### config.mk
export PLATFORM = sky130hd
export DESIGN_NAME = debounced_button_led_chaser_top
export DESIGN_NICKNAME = d
export VERILOG_FILES = /design/src/dbl_pkg.sv /design/src/dbl_debounce.sv /design/src/dbl_chaser.sv /design/src/debounced_button_led_chaser_top.sv
export SDC_FILE = /design/constraint.sdc
export NUM_CORES = 1
export LEC_CHECK = 0
export BUFFER_PORTS_ARGS = -buffer_cell sky130_fd_sc_hd__buf_2
export CAP_MARGIN = 40
export CORE_MARGIN = 2
export CORE_UTILIZATION = 55
export DETAILED_ROUTE_END_ITERATION = 16
export PLACE_DENSITY = 0.85
export SYNTH_ARGS = -nofsm -noshare
export SYNTH_HDL_FRONTEND = slang
export SYNTH_HIERARCHICAL = 1
export SYNTH_SLANG_ARGS = --single-unit
### constraint.sdc
create_clock -name aclk -period 15.5 [get_ports aclk]
set_input_delay 0.775 -clock aclk [delete_from_list [all_inputs] [get_ports aclk]]
set_output_delay 0.775 -clock aclk [all_outputs]
set_load 0.02 [all_outputs]
### src/dbl_pkg.sv
// ----------------------------------------------------------------------------
// dbl_pkg: shared types and constants for the debounced button led chaser
// Register indexes, the lamp table and the structs passed between modules.
// ----------------------------------------------------------------------------
package dbl_pkg;

    // configuration register indexes
    localparam int unsigned CFG_INDEX_W = 2;
    localparam logic [CFG_INDEX_W-1:0] CFG_DEBOUNCE_TIME = 2'd0;
    localparam logic [CFG_INDEX_W-1:0] CFG_LED_WAIT_TIME = 2'd1;

    localparam int unsigned CFG_DATA_W = 16;
    localparam int unsigned DEBOUNCE_W = 8;
    localparam int unsigned WAIT_W     = 16;
    localparam int unsigned LAMP_W     = 4;
    localparam int unsigned RING_W     = 2;

    // register values after reset
    localparam logic [DEBOUNCE_W-1:0] DEBOUNCE_TIME_RST = 8'd50;
    localparam logic [WAIT_W-1:0]     LED_WAIT_TIME_RST = 16'd500;

    // saturation limit of a debounce counter
    localparam logic [DEBOUNCE_W-1:0] COUNT_MAX = 8'd255;

    // lamp one-hot codes in ring order: red, blue, green, orange
    localparam logic [LAMP_W-1:0] LED_RED = 4'b0001;
    localparam logic [LAMP_W-1:0] LED_BLU = 4'b0010;
    localparam logic [LAMP_W-1:0] LED_GRN = 4'b0100;
    localparam logic [LAMP_W-1:0] LED_ORN = 4'b1000;

    function automatic logic [LAMP_W-1:0] lamp_bits(input logic [RING_W-1:0] idx);
        logic [LAMP_W-1:0] bits;
        unique case (idx)
            2'd0:    bits = LED_RED;
            2'd1:    bits = LED_BLU;
            2'd2:    bits = LED_GRN;
            default: bits = LED_ORN;
        endcase
        return bits;
    endfunction

    // one-shot press events of the three buttons
    typedef struct packed {
        logic start;
        logic green;
        logic red;
    } fire_t;

    // one result beat
    typedef struct packed {
        logic [LAMP_W-1:0] lamps;
        logic              backward;
        logic              running;
    } result_t;

endpackage

### src/dbl_debounce.sv
// ----------------------------------------------------------------------------
// dbl_debounce: one button debouncer with press edge detection
// Saturating hold counter, pressed level and a handled flag that lets each
// press fire exactly once.
// ----------------------------------------------------------------------------
module dbl_debounce
    import dbl_pkg::*;
(
    input  logic                  aclk,
    input  logic                  aresetn,
    input  logic                  tick_en,
    input  logic                  level,
    input  logic [DEBOUNCE_W-1:0] debounce_time,
    output logic                  fire
);

    logic [DEBOUNCE_W-1:0] count_reg, count_next;
    logic                  pressed_reg, pressed_next;
    logic                  handled_reg, handled_next;

    // counter, pressed level and one-shot for this tick
    always_comb begin
        if (!level) begin
            count_next   = '0;
            pressed_next = 1'b0;
        end else begin
            count_next   = (count_reg == COUNT_MAX) ? COUNT_MAX : count_reg + 1'b1;
            pressed_next = (count_next > debounce_time) ? 1'b1 : pressed_reg;
        end
        fire = pressed_next && !handled_reg;
        if (fire) begin
            handled_next = 1'b1;
        end else if (!pressed_next) begin
            handled_next = 1'b0;
        end else begin
            handled_next = handled_reg;
        end
    end

    // state update on each tick taken
    always_ff @(posedge aclk) begin
        if (!aresetn) begin
            count_reg   <= '0;
            pressed_reg <= 1'b0;
            handled_reg <= 1'b0;
        end else if (tick_en) begin
            count_reg   <= count_next;
            pressed_reg <= pressed_next;
            handled_reg <= handled_next;
        end
    end

endmodule

### src/dbl_chaser.sv
// ----------------------------------------------------------------------------
// dbl_chaser: start/stop control, dwell timer and lamp ring
// Applies the press events of one tick and produces that tick's result.
// ----------------------------------------------------------------------------
module dbl_chaser
    import dbl_pkg::*;
#(
    parameter int unsigned LAMP_COUNT = 4
) (
    input  logic              aclk,
    input  logic              aresetn,
    input  logic              tick_en,
    input  fire_t             fires,
    input  logic [WAIT_W-1:0] led_wait_time,
    output result_t           result
);

    localparam logic [RING_W-1:0] LAST_IDX = RING_W'(LAMP_COUNT - 1);

    logic              dir_reg, dir_next;
    logic              pending_reg, pending_next;
    logic              running_reg, running_next;
    logic [RING_W-1:0] idx_reg, idx_next;
    logic [WAIT_W-1:0] timer_reg, timer_next;

    // press actions, timer countdown and ring step in tick order
    always_comb begin
        dir_next     = dir_reg;
        pending_next = pending_reg;
        running_next = running_reg;
        idx_next     = idx_reg;
        timer_next   = timer_reg;

        if (fires.start) begin
            pending_next = 1'b1;
            timer_next   = led_wait_time;
        end
        if (fires.green) begin
            if (!running_reg) begin
                pending_next = 1'b1;
                timer_next   = led_wait_time;
            end else begin
                pending_next = 1'b0;
                running_next = 1'b0;
            end
        end
        if (fires.red) begin
            dir_next = !dir_reg;
        end

        if (timer_next != '0) begin
            timer_next = timer_next - 1'b1;
        end

        if (!running_next) begin
            if (pending_next) begin
                pending_next = 1'b0;
                running_next = 1'b1;
                idx_next     = '0;
                timer_next   = led_wait_time;
            end
        end else if (timer_next == '0) begin
            if (!dir_next) begin
                idx_next = (idx_reg >= LAST_IDX) ? '0 : idx_reg + 1'b1;
            end else begin
                idx_next = (idx_reg == '0) ? LAST_IDX : idx_reg - 1'b1;
            end
            timer_next = led_wait_time;
        end

        result.lamps    = running_next ? lamp_bits(idx_next) : '0;
        result.backward = dir_next;
        result.running  = running_next;
    end

    // chaser state
    always_ff @(posedge aclk) begin
        if (!aresetn) begin
            dir_reg     <= 1'b0;
            pending_reg <= 1'b0;
            running_reg <= 1'b0;
            idx_reg     <= '0;
            timer_reg   <= '0;
        end else if (tick_en) begin
            dir_reg     <= dir_next;
            pending_reg <= pending_next;
            running_reg <= running_next;
            idx_reg     <= idx_next;
            timer_reg   <= timer_next;
        end
    end

endmodule

### src/debounced_button_led_chaser_top.sv
// ----------------------------------------------------------------------------
// debounced_button_led_chaser_top: three-button debounced LED chaser
// Input register, per-button debouncers, chaser control and result register.
// ----------------------------------------------------------------------------
// Usage:
//   s_ channel: one beat per 1 ms tick carrying the raw start, green and red
//   button levels. m_ channel: one result beat per tick with the lamp
//   pattern, the rotation direction and the running flag.
//   cfg channel: index 0 writes the debounce time, index 1 the lamp wait
//   time; other indexes are dropped. cfg_ready is always high; write only
//   while no tick is in flight.
//   Path: a tick accepted is held in the input register, and its result
//   is loaded into the output register once that register is free;
//   m_valid then rises.
//   Throughput: one tick per cycle unless a stalled result holds it; the
//   whole per-tick update is a short path from the input register
//   through the debouncers and chaser logic into the output register.
//   Reset (aresetn low, synchronous) empties both registers, clears all
//   counters and flags and loads the register defaults 50 and 500.
//   When m_ready is low the result holds; the input register still takes
//   one more beat, after which s_ready drops until the result drains.
// ----------------------------------------------------------------------------
module debounced_button_led_chaser_top
    import dbl_pkg::*;
#(
    parameter int unsigned LAMP_COUNT = 4
) (
    input  logic                   aclk,
    input  logic                   aresetn,
    input  logic                   s_valid,
    output logic                   s_ready,
    input  logic                   s_start_button_raw,
    input  logic                   s_green_button_raw,
    input  logic                   s_red_button_raw,
    output logic                   m_valid,
    input  logic                   m_ready,
    output logic [LAMP_W-1:0]      m_led_lamps,
    output logic                   m_rotate_backward,
    output logic                   m_chaser_running,
    input  logic                   cfg_valid,
    output logic                   cfg_ready,
    input  logic [CFG_INDEX_W-1:0] cfg_index,
    input  logic [CFG_DATA_W-1:0]  cfg_data
);

    logic [DEBOUNCE_W-1:0] debounce_time_reg;
    logic [WAIT_W-1:0]     led_wait_time_reg;

    logic    in_valid_reg;
    logic    start_raw_reg, green_raw_reg, red_raw_reg;
    logic    out_valid_reg;
    result_t out_reg;

    logic    out_free;
    logic    tick_en;
    fire_t   fires;
    result_t result;

    // configuration registers
    assign cfg_ready = 1'b1;

    always_ff @(posedge aclk) begin
        if (!aresetn) begin
            debounce_time_reg <= DEBOUNCE_TIME_RST;
            led_wait_time_reg <= LED_WAIT_TIME_RST;
        end else if (cfg_valid) begin
            unique case (cfg_index)
                CFG_DEBOUNCE_TIME: debounce_time_reg <= cfg_data[DEBOUNCE_W-1:0];
                CFG_LED_WAIT_TIME: led_wait_time_reg <= cfg_data[WAIT_W-1:0];
                default: ;
            endcase
        end
    end

    // pipeline flow control
    assign out_free = !out_valid_reg || m_ready;
    assign tick_en  = in_valid_reg && out_free;
    assign s_ready  = !in_valid_reg || tick_en;

    // input register
    always_ff @(posedge aclk) begin
        if (!aresetn) begin
            in_valid_reg <= 1'b0;
        end else if (s_ready) begin
            in_valid_reg <= s_valid;
        end
    end

    always_ff @(posedge aclk) begin
        if (s_valid && s_ready) begin
            start_raw_reg <= s_start_button_raw;
            green_raw_reg <= s_green_button_raw;
            red_raw_reg   <= s_red_button_raw;
        end
    end

    // debouncers
    dbl_debounce u_db_start (
        .aclk          (aclk),
        .aresetn       (aresetn),
        .tick_en       (tick_en),
        .level         (start_raw_reg),
        .debounce_time (debounce_time_reg),
        .fire          (fires.start)
    );

    dbl_debounce u_db_green (
        .aclk          (aclk),
        .aresetn       (aresetn),
        .tick_en       (tick_en),
        .level         (green_raw_reg),
        .debounce_time (debounce_time_reg),
        .fire          (fires.green)
    );

    dbl_debounce u_db_red (
        .aclk          (aclk),
        .aresetn       (aresetn),
        .tick_en       (tick_en),
        .level         (red_raw_reg),
        .debounce_time (debounce_time_reg),
        .fire          (fires.red)
    );

    // chaser control
    dbl_chaser #(
        .LAMP_COUNT (LAMP_COUNT)
    ) u_chaser (
        .aclk          (aclk),
        .aresetn       (aresetn),
        .tick_en       (tick_en),
        .fires         (fires),
        .led_wait_time (led_wait_time_reg),
        .result        (result)
    );

    // result register
    always_ff @(posedge aclk) begin
        if (!aresetn) begin
            out_valid_reg <= 1'b0;
        end else if (out_free) begin
            out_valid_reg <= in_valid_reg;
        end
    end

    always_ff @(posedge aclk) begin
        if (tick_en) begin
            out_reg <= result;
        end
    end

    assign m_valid           = out_valid_reg;
    assign m_led_lamps       = out_reg.lamps;
    assign m_rotate_backward = out_reg.backward;
    assign m_chaser_running  = out_reg.running;

endmodule

==> results of run 1 <==
==> metrics by stage <==
step                worst slack (ns)  area, µm²  hold slack (ns)  std cells
finish                         8.950       6519           0.4872        909
CTS                            9.005       6519           0.4880        909
global placement               9.236       6285           0.4694        891
global route                   8.402       6519           0.5108        909
detailed placement             9.054       6327           0.4746        893
floorplan                      9.577       6138           0.4531        749
==> worst paths after layout <==
check | startpoint | endpoint | slack, ns
worst max-delay path | u_db_green/count_reg[0] | m_led_lamps[0] | 8.95
worst min-delay path | u_db_start/count_reg[1] | u_db_start/count_reg[1] | 0.49
worst max register to register | u_db_green/count_reg[0] | m_led_lamps[0] | 8.95
worst min register to register | u_db_start/count_reg[1] | u_db_start/count_reg[1] | 0.49
==> layer usage <==
| layer | share of wire | track usage | vias up |
|---|---|---|---|
| met5 | 0 | 0 | - |
| met4 | 0.014 | 0.08228 | 0 |
| met3 | 0.056 | 0.04327 | 21 |
| met2 | 0.46 | 0.3973 | 174 |
| met1 | 0.47 | 0.3393 | 2652 |
| li1 | - | - | 2728 |
==> power by group through the flow <==
| stage | Sequential, mW | Clock (mW) | Combinational, mW |
|---|---|---|---|
| floorplan | 0.245 | 0 | 0.0900 |
| global route | 0.244 | 0.168 | 0.129 |
| finish | 0.242 | 0.157 | 0.117 |
| CTS | 0.242 | 0.160 | 0.115 |
| detailed placement | 0.247 | 0 | 0.114 |
| global placement | 0.247 | 0 | 0.111 |
==> logic make-up after synthesis <==
logic type | count (synthesis) | synth area share
muxes | 43 | 0.07399
and+or+nand+nor | 280 | 0.2454
adders and majority gates | 30 | 0.06115
DFF | 86 | 0.2951
other | 1 | 0.0006109
xor gates and xnor gates | 24 | 0.03424
buffers and inverters | 81 | 0.06523
AOI/OAI and AO/OA | 204 | 0.2242
==> synthesized netlist by cell type, drive strengths merged (4+ instances only) <==
cell / number / area, µm²
buf: 13 / 118.9
nor4: 6 / 50.04
nand4b: 4 / 35.03
nand4: 12 / 75.07
o211a: 7 / 70.07
o31ai: 6 / 45.04
or3: 11 / 68.82
nor2: 33 / 126.4
mux2i: 34 / 352.8
mux2: 9 / 101.4
o211ai: 10 / 80.07
a31oi: 11 / 68.82
edfxtp: 9 / 270.3
nand3: 24 / 147.7
o22ai: 11 / 68.82
and2: 8 / 50.05
nand2b: 15 / 101.3
xnor2: 19 / 166.4
clkbuf: 18 / 67.56
o21ai: 43 / 219.0
inv: 47 / 176.4
a21oi: 46 / 241.5
nor2b: 13 / 81.33
xor2: 5 / 43.79
dfxtp: 77 / 1541
and3: 12 / 97.59
a21boi: 9 / 67.56
nand2: 105 / 399.1
nor3: 17 / 112.6
a21o: 14 / 116.4
o21a: 15 / 112.6
ha: 30 / 375.4
or2: 8 / 50.05
o221ai: 4 / 35.03
==> tightest hold or removal path, stage by stage (launching register included) <==
cell and delay (ns):
dfxtp_1 0.33, nand2_1 0.05, a21boi_0 0.06
==> final cells by class <==
cell class,instances,share of cell area
multi-input cells,582,0.6035
flip-flops and latches,86,0.2779
repair buffers,38,0.03532
inverters,47,0.02706
well taps,140,0.02687
clock buffers,11,0.02322
clock inverters,5,0.006142
==> reports/qor.yml, run 1 <==
status: "complete, no violations"
syn_inst: 749
die_h_um: 109.6
hold_violations: 0
grt_pass1_vias: 5121
min_period_ns: 6.550
min_period_over_period: 0.4226
diodes: 0
maxCapViolations: 0
path_max_fanout: 32
synth_edf_count: 9
cts_resized: 0
postCtsSetupBuffers: 0
globalplace.congestion: 0.9402
clock-sinks: 86
swShare: 0.3256
syn_area_mm2: 0.006138
area_delta_synth_final_pct: 6.196
yosys.cell_types.count: 77
reg2reg_depth: 23
syn-num-nets: 805
drt_iter0_drc: 443
cts_tree: "yes"
end_kind: "flip-flop"
hp-class: "reg2reg"
final_util: 0.5987
postRouteWirelength_um: 14370
maxSlewViolCount: 0
cts_max_level: 3
clock_path_buffers: 2
layout_commonest_cell: "nand2_1"
yosys_warnings: 6
avgRoutedWirePerCell_um: 15.80
critPathArrivalTime_ns: 6.68
synth_ff_type: "dfxtp_1"
ir_worst_vdd_uv: 44.03
power.internal_mw: 0.3483
via_per_inst: 6.133
multi_input_area_mm2: 0.003934
max_freq_mhz: 152.7
grt_first_pass_wirelength_um: 23790
fin_nets: 820
ys_seq_area_frac: 0.2951
hpwl_um: 9978
grt_overflow: 0
core_mm2: 0.01089
synth_seq_cells: 86
drc: 0
avgSynthCellArea_um2: 8.195
antenna_found_initial: 0
worstSetupPathType: "reg2reg"
max-slew-margin-rel: 0.4804
ant_nets: 0
finalSetupViolCount: 0
cts_hold_buf: 0
p_per_area_mw_per_mm2: 79.23
grt_max_degree: 93
fillers: 969
final_cell_mix: "nand2_1 (103), dfxtp_1 (77), inv_1 (47), a21oi_1 (45), o21ai_0 (34)"
comb_power_share: 0.226
tightest_slew_ns: 0.7778
cts_buffers: 9
initial_utilization: 0.5638
crit_path_top_delay_cell: "nand2_2"
required_ns: 15.63
grt_use_total: 0.2484
p_leak_nw: 2.743
skew_ns: 0.01133
min_path_cells: 2
regArea_mm2: 0.001812
power.total_mw: 0.5165
critical_path.top_delay_family: "simple AND/OR/NAND/NOR gates"
worst_path_largest_cell_delay_ns: 0.59
dieArea_mm2: 0.01202
crit_buf_inv: 0
rsz0062_at_grt: "false"
clockPowerShare: 0.304
seqPwrFrac: 0.469
tns_ns: 0
port_buffers: 33
dr.pass1.iters: 5
cp_cell_sequence: "ha_1, and3_4, nand3_2, or2_1, and2_1, ha_1, nand2b_1, a21oi_1, nor2_1, a31o_2, nor3_1, nand2b_4, nand2_2, mux2i_1, ha_1, nand3b_1, mux2_2, o211ai_2, xnor2_1, o211a_1, nand3_4, mux2_1, and3_1"
vias: 5575
pin_count: 35
critPathMostFrequentCell: "ha_1"
path_depth: 23
clkTransAtPathRegs_ns: 0.10
startpoint_type: "flip-flop"
clk-insertion-delay-late_ns: 0.37
drive_gt1_frac: 0.1456
async_reset_ff_frac: 0
cts-root-buf: "clkbuf_8"
switchingPower_mw: 0.1682
fp-row-count: 38
fp.dieW_um: 109.6
(Power assumes the default switching activity.)
==> run 2, diff against run 1 <==
ABC_AREA = 1   (was default)
PLACE_DENSITY = 0.88   (was 0.85)
clock period = 5.4 ns   (was 15.5 ns; I/O delays follow)
==> reports/qor.yml, run 2 <==
cts_max_level: 3  # unchanged
fp.dieW_um: 109.3  # -0.31%
synth_ff_type: "dfxtp_1"
core_mm2: 0.01084  # -0.44%
required_ns: 5.69  # -9.94 ns
maxCapViolations: 0  # unchanged
max-slew-margin-rel: 0.4828  # +0.002386
fillers: 1004  # +3.6%
skew_ns: 0.005476  # -0.005853 ns
avgSynthCellArea_um2: 6.413  # -22%
clk-insertion-delay-late_ns: 0.36  # about the same
dieArea_mm2: 0.01195  # -0.63%
cts-root-buf: "clkbuf_8"
min_period_over_period: 0.9044  # +0.4818
final_area_mm2: 0.006588  # +1.1%
path_max_fanout: 28  # -13%
ir_worst_vdd_uv: 206.6  # +370%
synth_common_cells: "nand2_1 (314), inv_1 (104), a21oi_1 (92)"
clock_path_buffers: 2  # unchanged
drt_iter0_drc: 396  # -11%
rsz0062_at_grt: "false"
hpwl_um: 10660  # +6.8%
synth_top_area_cell: "dfxtp_1"
grt_max_degree: 43  # -54%
port_buffers: 33  # unchanged
r2r_slack_ns: 0.52  # -8.43 ns
hold_violations: 0  # unchanged
globalplace.congestion: 0.9839  # +4.6%
cts_buffers: 9  # unchanged
finalSetupViolCount: 0  # unchanged
dr.pass1.iters: 5  # unchanged
r2r-end: "u_chaser/timer_reg[10]"
ant_nets: 0  # unchanged
grt_pass1_vias: 5334  # +4.2%
worstSetupPathType: "reg2reg"
worstSetupEndpoint: "u_chaser/timer_reg[10]"
critPathMostFrequentCell: "nand2_1"
place_inst: 1100  # +23%
postRouteWirelength_um: 14480  # +0.80%
final_util: 0.6077  # +0.008974
critPathArrivalTime_ns: 5.17  # -1.51 ns
final_cell_mix: "nand2_1 (314), inv_1 (104), a21oi_1 (91), dfxtp_1 (77), nor2_1 (75)"
end_kind: "flip-flop"
status: "complete, no violations"
crit-reg2reg-launch: "u_db_start/count_reg[0]"
layout_commonest_cell: "nand2_1"
cp-startpoint: "u_db_start/count_reg[0]"
drc: 0  # unchanged
whs_ns: 0.07962  # -0.4076 ns
p_per_area_mw_per_mm2: 242.7  # +210%
post_layout_nonfiller_instances: 1117  # +23%
async_reset_ff_frac: 0  # unchanged
clkTransAtPathRegs_ns: 0.08  # -0.02 ns
grt_overflow: 0  # unchanged
grt_first_pass_wirelength_um: 24240  # +1.9%
die_h_um: 109.3  # -0.31%
startpoint_type: "flip-flop"
yosys.cell_types.count: 38  # -51%
place_area_mm2: 0.006302  # -0.40%
max_freq_mhz: 204.8  # +34%
grt_use_total: 0.2535  # +0.005132
p_leak_nw: 3.356  # +22%
min_period_ns: 4.884  # -1.666 ns
clock-sinks: 86  # unchanged
drive_gt1_frac: 0.1259  # -0.01975
avgRoutedWirePerCell_um: 12.96  # -18%
worst_path_largest_cell_delay_ns: 0.38  # -0.21 ns
setup_ws_ns: 0.5164  # -8.434 ns
fp-row-count: 38  # unchanged
power.total_mw: 1.599  # +210%
syn_area_mm2: 0.006098  # -0.65%
initial_utilization: 0.5626  # -0.001221
cts_tree: "yes"
ys_seq_area_frac: 0.2971  # +0.001938
diodes: 0  # unchanged
syn_inst: 951  # +27%
maxSlewViolCount: 0  # unchanged
antenna_found_initial: 0  # unchanged
synth_area_leaders: "dfxtp_1 (25%), nand2_1 (19%), a21oi_1 (7.6%)"
vias: 5998  # +7.6%
syn-num-nets: 1007  # +25%
via_per_inst: 5.370  # -12%
synth_most_common_cell: "nand2_1"
hp-class: "in2reg"
postCtsSetupBuffers: 0  # unchanged
reg2reg_depth: 33  # +43%
crit_path_top_delay_cell: "dfxtp_1"
tns_ns: 0  # unchanged
fin_nets: 1028  # +25%
pre_cts_ws_ns: 0.4525  # -8.602 ns
synth_top_area_frac: 0.2528  # +0.001649
synth_edf_count: 9  # unchanged
regArea_mm2: 0.001812  # unchanged
pin_count: 35  # unchanged
synth_seq_cells: 86  # unchanged
area_delta_synth_final_pct: 8.022
tightest_slew_ns: 0.7758  # -0.001978 ns
multi_input_area_mm2: 0.003692  # -6.1%
yosys_warnings: 6  # unchanged
run 2: cell count changes in the layout (fill, tap and decap cells not counted), moves of 14 or more:
cell | before | now
mux2i_1 | 33 | 0
a21oi_1 | 45 | 91
o21a_1 | 15 | 0
inv_1 | 47 | 104
nand3_1 | 20 | 53
nor2_1 | 32 | 75
xnor2_1 | 19 | 1
nand2_1 | 103 | 314
nand2b_1 | 14 | 0
run 2: timing repair:
action / CTS / global route
resized for setup: 0 / 5
setup endpoints to repair: 0 / 21
hold buffers: 0 / 0
run 2: cell families after synthesis:
logic type      after synthesis  synth area share
simple gates                530            0.4001
compound gates              151            0.1313
buf+inv                     148            0.1022
flops                        86            0.2971
fa+ha+maj                    30           0.06155
xor+xnor                      5          0.007181
other cells                   1         0.0006149
run 2: area by class of cell:
type / instances / area share
sequential: 86 / 0.2750
tap: 140 / 0.02659
clock buffer: 13 / 0.02583
clock inverter: 3 / 0.01368
multi-input combinational: 718 / 0.5605
timing repair buffer: 37 / 0.02963
inverter: 120 / 0.06876
run 2: critical path: cells and delay by family, from the launching register on:
kind | cells | cell delay (ns)
DFF | 1 | 0.38
and+or+nand+nor | 23 | 2.74
buffers and inverters | 4 | 0.60
adders and majority gates | 3 | 0.71
AOI/OAI and AO/OA | 3 | 0.38
run 2: per-layer routing:
metal | GRT usage | routed length, µm
met2 | 0.4224 | 6665
met3 | 0.03734 | 876
met1 | 0.3337 | 6641
met4 | 0.09403 | 298
met5 | 0 | 0
run 2: report_power, final:
group	switching, mW	internal (mW)
Clock	0.224	0.349
Combinational	0.226	0.111
Sequential	0.0197	0.669
Total	0.470	1.13
run 2: how the worst min path moves through the flow:
stage,end,slack (ns),depth (start not counted),start
after floorplan,green_raw_reg,0.37,0,s_green_button_raw
after global placement,red_raw_reg,0.45,1,s_red_button_raw
after detailed placement,red_raw_reg,0.45,1,s_red_button_raw
after CTS,red_raw_reg,0.06,1,s_red_button_raw
after global routing,red_raw_reg,0.07,1,s_red_button_raw
final,red_raw_reg,0.08,1,s_red_button_raw
